<file path="src/hw/rtl/smps_pkg.sv">
package smps_pkg;

    // Job codes
    typedef enum logic [1:0] {
        JOB_NONE  = 2'd0,
        JOB_JOINT = 2'd1,
        JOB_WHEEL = 2'd2,
        JOB_PAUSE = 2'd3
    } job_t;

    // Command codes carried by command requests
    localparam logic [3:0] CMD_JOINT    = 4'd0;
    localparam logic [3:0] CMD_JRAMP    = 4'd1;
    localparam logic [3:0] CMD_WHEEL    = 4'd2;
    localparam logic [3:0] CMD_WRAMP    = 4'd3;
    localparam logic [3:0] CMD_DURATION = 4'd4;
    localparam logic [3:0] CMD_TAN_IN   = 4'd5;
    localparam logic [3:0] CMD_TAN_OUT  = 4'd6;
    localparam logic [3:0] CMD_MARGIN   = 4'd7;
    localparam logic [3:0] CMD_PAUSE    = 4'd8;

    // Divider geometry
    localparam int DVD_W = 64;
    localparam int DVS_W = 15;
    localparam int CNT_W = 6;

    // ceil(2**36 / 25): exact quotient by 25 for any 31-bit operand
    localparam logic [31:0] RCP25 = 32'd2748779070;

    // Datapath operations
    typedef enum logic [4:0] {
        OP_NONE,
        OP_EXEC,
        OP_B_DIV,
        OP_B_BTLD,
        OP_B_BB,
        OP_B_OI,
        OP_B_BO,
        OP_B_OS,
        OP_B_N,
        OP_B_NDIV,
        OP_B_T16,
        OP_B_BT,
        OP_B_F16,
        OP_B_FD,
        OP_B_GOAL,
        OP_W_LO,
        OP_W_HI,
        OP_W_SUM,
        OP_W_DIV,
        OP_W_FIN,
        OP_W_SPD
    } dp_op_t;

    typedef struct packed {
        dp_op_t op;
        logic   load;
        logic   out_load;
    } dp_cmd_t;

    typedef struct packed {
        logic path_bez;
        logic path_whl;
        logic div_done;
    } dp_stat_t;

endpackage

</file>
<file path="src/hw/rtl/smps_ctrl.sv">
module smps_ctrl
    import smps_pkg::*;
(
    input  logic     aclk,
    input  logic     aresetn,
    input  logic     s_valid,
    output logic     s_ready,
    output logic     m_valid,
    input  logic     m_ready,
    input  dp_stat_t stat,
    output dp_cmd_t  cmd
);

    typedef enum logic [23:0] {
        ST_IDLE     = 24'h000001,
        ST_EXEC     = 24'h000002,
        ST_B_DIV    = 24'h000004,
        ST_B_DWAIT  = 24'h000008,
        ST_B_BTLD   = 24'h000010,
        ST_B_BB     = 24'h000020,
        ST_B_OI     = 24'h000040,
        ST_B_BO     = 24'h000080,
        ST_B_OS     = 24'h000100,
        ST_B_N      = 24'h000200,
        ST_B_NDIV   = 24'h000400,
        ST_B_T16    = 24'h000800,
        ST_B_BT     = 24'h001000,
        ST_B_F16    = 24'h002000,
        ST_B_FD     = 24'h004000,
        ST_B_GOAL   = 24'h008000,
        ST_W_LO     = 24'h010000,
        ST_W_HI     = 24'h020000,
        ST_W_SUM    = 24'h040000,
        ST_W_DIV    = 24'h080000,
        ST_W_DWAIT  = 24'h100000,
        ST_W_FIN    = 24'h200000,
        ST_W_SPD    = 24'h400000,
        ST_OUT      = 24'h800000
    } state_t;

    state_t state_reg, state_next;
    logic   m_valid_reg, m_valid_next;
    logic   out_load;
    dp_op_t op;

    assign s_ready  = (state_reg == ST_IDLE);
    assign out_load = (state_reg == ST_OUT) && (!m_valid_reg || m_ready);

    // Sequence the steps of one request
    always_comb begin
        state_next = state_reg;
        op         = OP_NONE;
        unique case (state_reg)
            ST_IDLE: begin
                if (s_valid) state_next = ST_EXEC;
            end
            ST_EXEC: begin
                op = OP_EXEC;
                priority if (stat.path_bez) state_next = ST_B_DIV;
                else if (stat.path_whl)     state_next = ST_W_LO;
                else                        state_next = ST_OUT;
            end
            ST_B_DIV: begin
                op         = OP_B_DIV;
                state_next = ST_B_DWAIT;
            end
            ST_B_DWAIT: begin
                if (stat.div_done) state_next = ST_B_BTLD;
            end
            ST_B_BTLD: begin
                op         = OP_B_BTLD;
                state_next = ST_B_BB;
            end
            ST_B_BB: begin
                op         = OP_B_BB;
                state_next = ST_B_OI;
            end
            ST_B_OI: begin
                op         = OP_B_OI;
                state_next = ST_B_BO;
            end
            ST_B_BO: begin
                op         = OP_B_BO;
                state_next = ST_B_OS;
            end
            ST_B_OS: begin
                op         = OP_B_OS;
                state_next = ST_B_N;
            end
            ST_B_N: begin
                op         = OP_B_N;
                state_next = ST_B_NDIV;
            end
            ST_B_NDIV: begin
                op         = OP_B_NDIV;
                state_next = ST_B_T16;
            end
            ST_B_T16: begin
                op         = OP_B_T16;
                state_next = ST_B_BT;
            end
            ST_B_BT: begin
                op         = OP_B_BT;
                state_next = ST_B_F16;
            end
            ST_B_F16: begin
                op         = OP_B_F16;
                state_next = ST_B_FD;
            end
            ST_B_FD: begin
                op         = OP_B_FD;
                state_next = ST_B_GOAL;
            end
            ST_B_GOAL: begin
                op         = OP_B_GOAL;
                state_next = ST_OUT;
            end
            ST_W_LO: begin
                op         = OP_W_LO;
                state_next = ST_W_HI;
            end
            ST_W_HI: begin
                op         = OP_W_HI;
                state_next = ST_W_SUM;
            end
            ST_W_SUM: begin
                op         = OP_W_SUM;
                state_next = ST_W_DIV;
            end
            ST_W_DIV: begin
                op         = OP_W_DIV;
                state_next = ST_W_DWAIT;
            end
            ST_W_DWAIT: begin
                if (stat.div_done) state_next = ST_W_FIN;
            end
            ST_W_FIN: begin
                op         = OP_W_FIN;
                state_next = ST_W_SPD;
            end
            ST_W_SPD: begin
                op         = OP_W_SPD;
                state_next = ST_OUT;
            end
            ST_OUT: begin
                if (out_load) state_next = ST_IDLE;
            end
            default: state_next = ST_IDLE;
        endcase
    end

    assign cmd = '{op: op, load: s_ready && s_valid, out_load: out_load};

    // Hold the result until it is taken
    always_comb begin
        m_valid_next = m_valid_reg;
        if (out_load)     m_valid_next = 1'b1;
        else if (m_ready) m_valid_next = 1'b0;
    end

    always_ff @(posedge aclk) begin
        if (!aresetn) begin
            state_reg   <= ST_IDLE;
            m_valid_reg <= 1'b0;
        end else begin
            state_reg   <= state_next;
            m_valid_reg <= m_valid_next;
        end
    end

    assign m_valid = m_valid_reg;

endmodule

</file>
<file path="config.mk">
export PLATFORM = sky130hd
export DESIGN_NAME = smps_ctrl
export DESIGN_NICKNAME = d
export VERILOG_FILES = /design/src/hw/rtl/smps_pkg.sv /design/src/hw/rtl/smps_ctrl.sv
export SDC_FILE = /design/constraint.sdc
export NUM_CORES = 1
export LEC_CHECK = 0
export BUFFER_PORTS_ARGS = -buffer_cell sky130_fd_sc_hd__buf_2
export CORE_UTILIZATION = 55
export DETAILED_ROUTE_END_ITERATION = 8
export GPL_ROUTABILITY_DRIVEN = 0
export PLACE_DENSITY = 0.75
export SLEW_MARGIN = 20
export SYNTH_ARGS = -nofsm -noshare
export SYNTH_HDL_FRONTEND = slang
export SYNTH_SLANG_ARGS = --single-unit
</file>
<file path="constraint.sdc">
create_clock -name aclk -period 3.8 [get_ports aclk]
set_clock_uncertainty 0.1 [all_clocks]
set_input_delay 0.38 -clock aclk [delete_from_list [all_inputs] [get_ports aclk]]
set_output_delay 0.38 -clock aclk [all_outputs]
set_load 0.05 [all_outputs]
</file>
== Yosys cells after proc, flatten, opt, wreduce, memory -nomap -nowiden ==
Cells that the tools add are included.

* Output and inout bits: 9
* Word-level logic and storage cells: 47
* Bits in registers: 25
* Input port bits: 7

* Multiplexer cells: 10
* Reductions and logical operators: 7
* Equal/unequal tests: 28

{| class="wikitable"
|+ Operators by type and width
! cell !! count
|-
| one-hot mux 24 bit (23 select lines) || 1
|-
| two-way mux 24 bit || 6
|-
| one-hot mux 5 bit (20 select lines) || 1
|-
| equality test 24 x 1 -> 1 bit (second input constant) || 1
|-
| equality test 24 x 10 -> 1 bit (second input constant) || 1
|-
| equality test 24 x 11 -> 1 bit (second input constant) || 1
|-
| equality test 24 x 12 -> 1 bit (second input constant) || 1
|-
| equality test 24 x 13 -> 1 bit (second input constant) || 1
|-
| equality test 24 x 14 -> 1 bit (second input constant) || 1
|-
| equality test 24 x 15 -> 1 bit (second input constant) || 1
|-
| equality test 24 x 16 -> 1 bit (second input constant) || 1
|-
| equality test 24 x 17 -> 1 bit (second input constant) || 1
|-
| equality test 24 x 18 -> 1 bit (second input constant) || 1
|-
| equality test 24 x 19 -> 1 bit (second input constant) || 1
|-
| equality test 24 x 2 -> 1 bit (second input constant) || 1
|-
| equality test 24 x 20 -> 1 bit (second input constant) || 1
|-
| equality test 24 x 21 -> 1 bit (second input constant) || 1
|-
| equality test 24 x 22 -> 1 bit (second input constant) || 1
|-
| equality test 24 x 23 -> 1 bit (second input constant) || 1
|-
| equality test 24 bit (second input constant) || 1
|-
| equality test 24 x 3 -> 1 bit (second input constant) || 1
|-
| equality test 24 x 4 -> 1 bit (second input constant) || 1
|-
| equality test 24 x 5 -> 1 bit (second input constant) || 1
|-
| equality test 24 x 6 -> 1 bit (second input constant) || 1
|-
| 11 further kinds || 16
|}

== Depth between registers and ports, before layout ==
* Word-level depth: 5
* Mapped depth: 8
* Depth with buffers taken out: 6

== Worst setup path before layout ==
No wires, ideal clock.

* Path kind: register to output
* Start point: reg state_reg[8]
* End point: out cmd[6] (netlist name)
* Buffers on the path: 1
* Data arrival time: 3260 ps
* Stages on the path, launching flop included: 6
* Path slack: 60 ps
* Required time: 3320 ps
* Path through: dfxtp_1 > buf_2 > nor4_1 > nand4_1 > nand2b_4 > o311ai_0

{| class="wikitable"
|+ RTL lines
! element !! RTL line !! RTL
|-
| from (decl) || smps_ctrl.sv:41 || <nowiki>state_t state_reg, state_next;</nowiki>
|-
| from (signal assigned) || smps_ctrl.sv:166 || <nowiki>state_reg <= state_next;</nowiki>
|-
| to (decl) || smps_ctrl.sv:11 || <nowiki>output dp_cmd_t cmd</nowiki>
|}

==> summary.txt <==
Run status
  – Status: finished, final reports clean

Power and ir drop
  – Internal power: 0.000333 W
  – Clk pwr share: 0.263
  – Psw: 0.000148 W
  – Leak: 0.579 nW
  – Reg power frac: 0.562
  – Switching Share: 0.308
  – Worst VDD drop: 0.000257 V
  – Combinational Power Share: 0.176
  – Pwr Density: 299 nW/µm²

Critical path
  – Critical Path RT: 3.32 ns
  – CP startpoint: state_reg[8]$_SDFFE_PN0P_
  – Crit path largest cell delay: 0.65 ns
  – Critical Path, Cell by Cell: nor4_1 -> nand4_1 -> buf_4 -> nand2b_4 -> nor4b_1 -> nor2_1 -> o211ai_1 -> buf_2
  – Max FO, Critical Path: 17
  – Critical Path AT: 3.18 ns
  – Setup crit start kind: flop
  – RR Startpoint: state_reg[8]$_SDFFE_PN0P_
  – Critical path type: reg -> out
  – CP Capture Type: output port
  – CP max-delay cell: nor4_1

Timing
  – Worst-Margin Slew: 0.869 ns
  – Worst setup margin: 0.143 ns
  – Sum of negative setup slack: 0 ns
  – Fin. max-slew vios: 0
  – RSZ-0062 raised after global routing: false
  – Final setup fails: 0
  – Final Hold Viols: 0
  – Final period utilization: 0.962
  – Max_slew headroom: 0.416
  – Fin crit period: 3.66 ns
  – Fmax: 273 MHz

Synth
  – Post-Syn Nets: 186
  – Mapped Avg Cell Area: 8.23 µm²
  – Synth cell types: 45
  – YS warnings: 0
  – Syn Std Cell Area: 1470 µm²
  – Register bit count reported by yosys: 25
  – Post-synth EDFFs: 0
  – Syn Inst Count: 179
  – Register area share after synthesis: 0.340
  – Main synth FF type: dfxtp_1
  – Asr flop ratio synth: 0

Final layout
  – Number of inserted diodes: 0
  – Non-filler cells, final: 225
  – Nets: 203
  – Max FFs per register: 24
  – Area grow syn2layout: 8.91%
  – Layout cells sized above 1: 0.169

Global routing
  – Grt ovf: 0
  – Tot GR Track Use: 0.279
  – Largest net degree at the start of global routing: 18
  – First-pass GRT wire length: 5.68 mm
  – Initial antenna violation count: 0
  – Vias in the first global route: 1298

Route
  – DR pass1 iterations: 4
  – Max Used Layer: met4
  – Final ANT Viol Nets: 0
  – Post-Route M1 WL: 1.65 mm
  – Wirelength, routed: 3.71 mm
  – Via Count: 1488
  – Initial DRC Count: 43
  – DRC Markers: 0
  – Routed vias/inst: 6.61
  – WL per Instance: 16.5 µm
  – Met3 wire length: 207 µm
  – WL met2: 1.79 mm

Floorplan
  – # IOs: 16
  – Die ar.: 2890 µm²
  – FP Rows: 18
  – Initial Util: 0.590
  – Core Box Area: 2500 µm²
  – Die Ht: 53.8 µm
  – Die Wd: 53.8 µm

Place
  – PortBufs: 15
  – Post-Place Cells: 221
  – Pre-CTS setup slack: 0.645 ns
  – Detailed Place HPWL: 2.83 mm

Min path
  – Hold Path Class: in -> reg
  – Worst min-delay path startpoint: stat[2]

Clock tree
  – Worst-path clk slew: 0.14 ns
  – # H-tree levels: 1
  – Post-cts sizing count: 0
  – CTS sink count: 25
  – CTS Hold Bufs: 0
  – TritonCTS clock tree: done
  – CTS root buf: clkbuf_4
  – Setup Buffers After CTS: 0
  – CTS buffer count: 3
  – Clock Tree Buf Depth: 2
  – Clk_lat worst skew: 0.33 ns

Run
  – MaxCap Viol Count: 0
-- cells by family (layout without fill, tap and decap cells) --
| group | after synthesis | count (layout) | share of synthesized area |
|---|---|---|---|
| AND/OR/NAND/NOR | 119 | 119 | 0.500 |
| flip-flops | 25 | 25 | 0.340 |
| AO/OA/AOI/OAI | 17 | 17 | 0.0883 |
| buffers and inverters | 12 | 28 | 0.0365 |
| XOR/XNOR | 6 | 6 | 0.0357 |
-- worst max-delay path: cells and delay by family, from the launching register on --
| family | cells | cell delay (ns) |
|---|---|---|
| AOI/OAI and AO/OA | 1 | 0.15 |
| buffers and inverters | 2 | 0.53 |
| and+or+nand+nor | 5 | 1.75 |
| DFF | 1 | 0.41 |
-- layout make-up --
| class | instances | area, µm² |
|---|---|---|
| Multi-Input combinational cell | 142 | 920 |
| Fill cell | 217 | 895 |
| Sequential cell | 25 | 500 |
| Timing Repair Buffer | 18 | 97.6 |
| Tap cell | 30 | 37.5 |
| Clock buffer | 3 | 22.5 |
| Inverter | 6 | 22.5 |
| Clock inverter | 1 | 5.00 |
-- routing by layer --
metal	track usage	vias up
met5	0	-
met4	0.140	0
met3	0.0254	7
met2	0.463	51
met1	0.356	720
li1	-	710
-- through the flow --
stage | hold WS, ns | util | total power (W) | area (µm²)
2_1_floorplan | 0.357 | - | 0.000339 | 1470
3_3_place_gp | 0.398 | 0.631 | 0.000356 | 1580
3_5_place_dp | 0.418 | 0.631 | 0.000359 | 1580
4_1_cts | 0.129 | 0.642 | 0.000484 | 1610
5_1_grt | 0.134 | 0.642 | 0.000493 | 1610
6_report | 0.139 | 0.642 | 0.000480 | 1610
-- cell usage in the layout (no fill, tap or decap), types with 2 or more instances in the layout --
master and instances:
or4_1 3, and3_1 2, dfxtp_1 25, inv_1 6, a21oi_1 2, nand2_1 11
nand4_1 4, buf_2 15, and2_1 3, o21a_1 2, nor2_1 17, a2111oi_0 2
clkbuf_4 3, or3_2 2, nor3_1 19, nand2b_1 3, nand3_1 10, nor4_1 11
nor4b_1 12, xnor2_1 4, o21ai_0 2, buf_4 3, nand3b_1 4, nor3b_1 2
nor2b_1 5, nor4_2 2, xor2_1 2
-- path summary, 6_finish.rpt --
path                                 to  slack (ns)  cells past startpoint
max                              cmd[3]        0.14                      8
min          state_reg[16]$_SDFFE_PN0P_        0.14                      2
max reg2reg  state_reg[12]$_SDFFE_PN0P_        0.56                      7
min reg2reg  state_reg[10]$_SDFFE_PN0P_        0.44                      2
-- power groups by stage --
| stage | registers [W] | logic [W] | clock network (W) |
|---|---|---|---|
| floorplan | 0.000275 | 0.0000640 | 0 |
| global placement | 0.000275 | 0.0000814 | 0 |
| detailed placement | 0.000275 | 0.0000833 | 0 |
| CTS | 0.000270 | 0.0000835 | 0.000131 |
| global route | 0.000271 | 0.0000890 | 0.000134 |
| finish | 0.000270 | 0.0000846 | 0.000126 |
-- Yosys cell counts (2+ instances only) --
cell type	instances	area, µm²
dfxtp_1	25	500
nor3_1	19	95.1
nor2_1	17	63.8
nor4b_1	12	105
nand2_1	11	41.3
nor4_1	11	68.8
nand3_1	10	50.1
inv_1	6	22.5
nor2b_1	5	31.3
nand3b_1	4	30.0
nand4_1	4	25.0
xnor2_1	4	35.0
and2_1	3	18.8
clkbuf_1	3	11.3
nand2b_1	3	18.8
or4_1	3	22.5
a2111oi_0	2	17.5
a21oi_1	2	10.0
and3_1	2	12.5
buf_4	2	15.0
nor3b_1	2	15.0
nor4_2	2	25.0
o21a_1	2	15.0
o21ai_0	2	10.0
or3_2	2	15.0
xor2_1	2	17.5
Power figures use the tool's default switching activity.
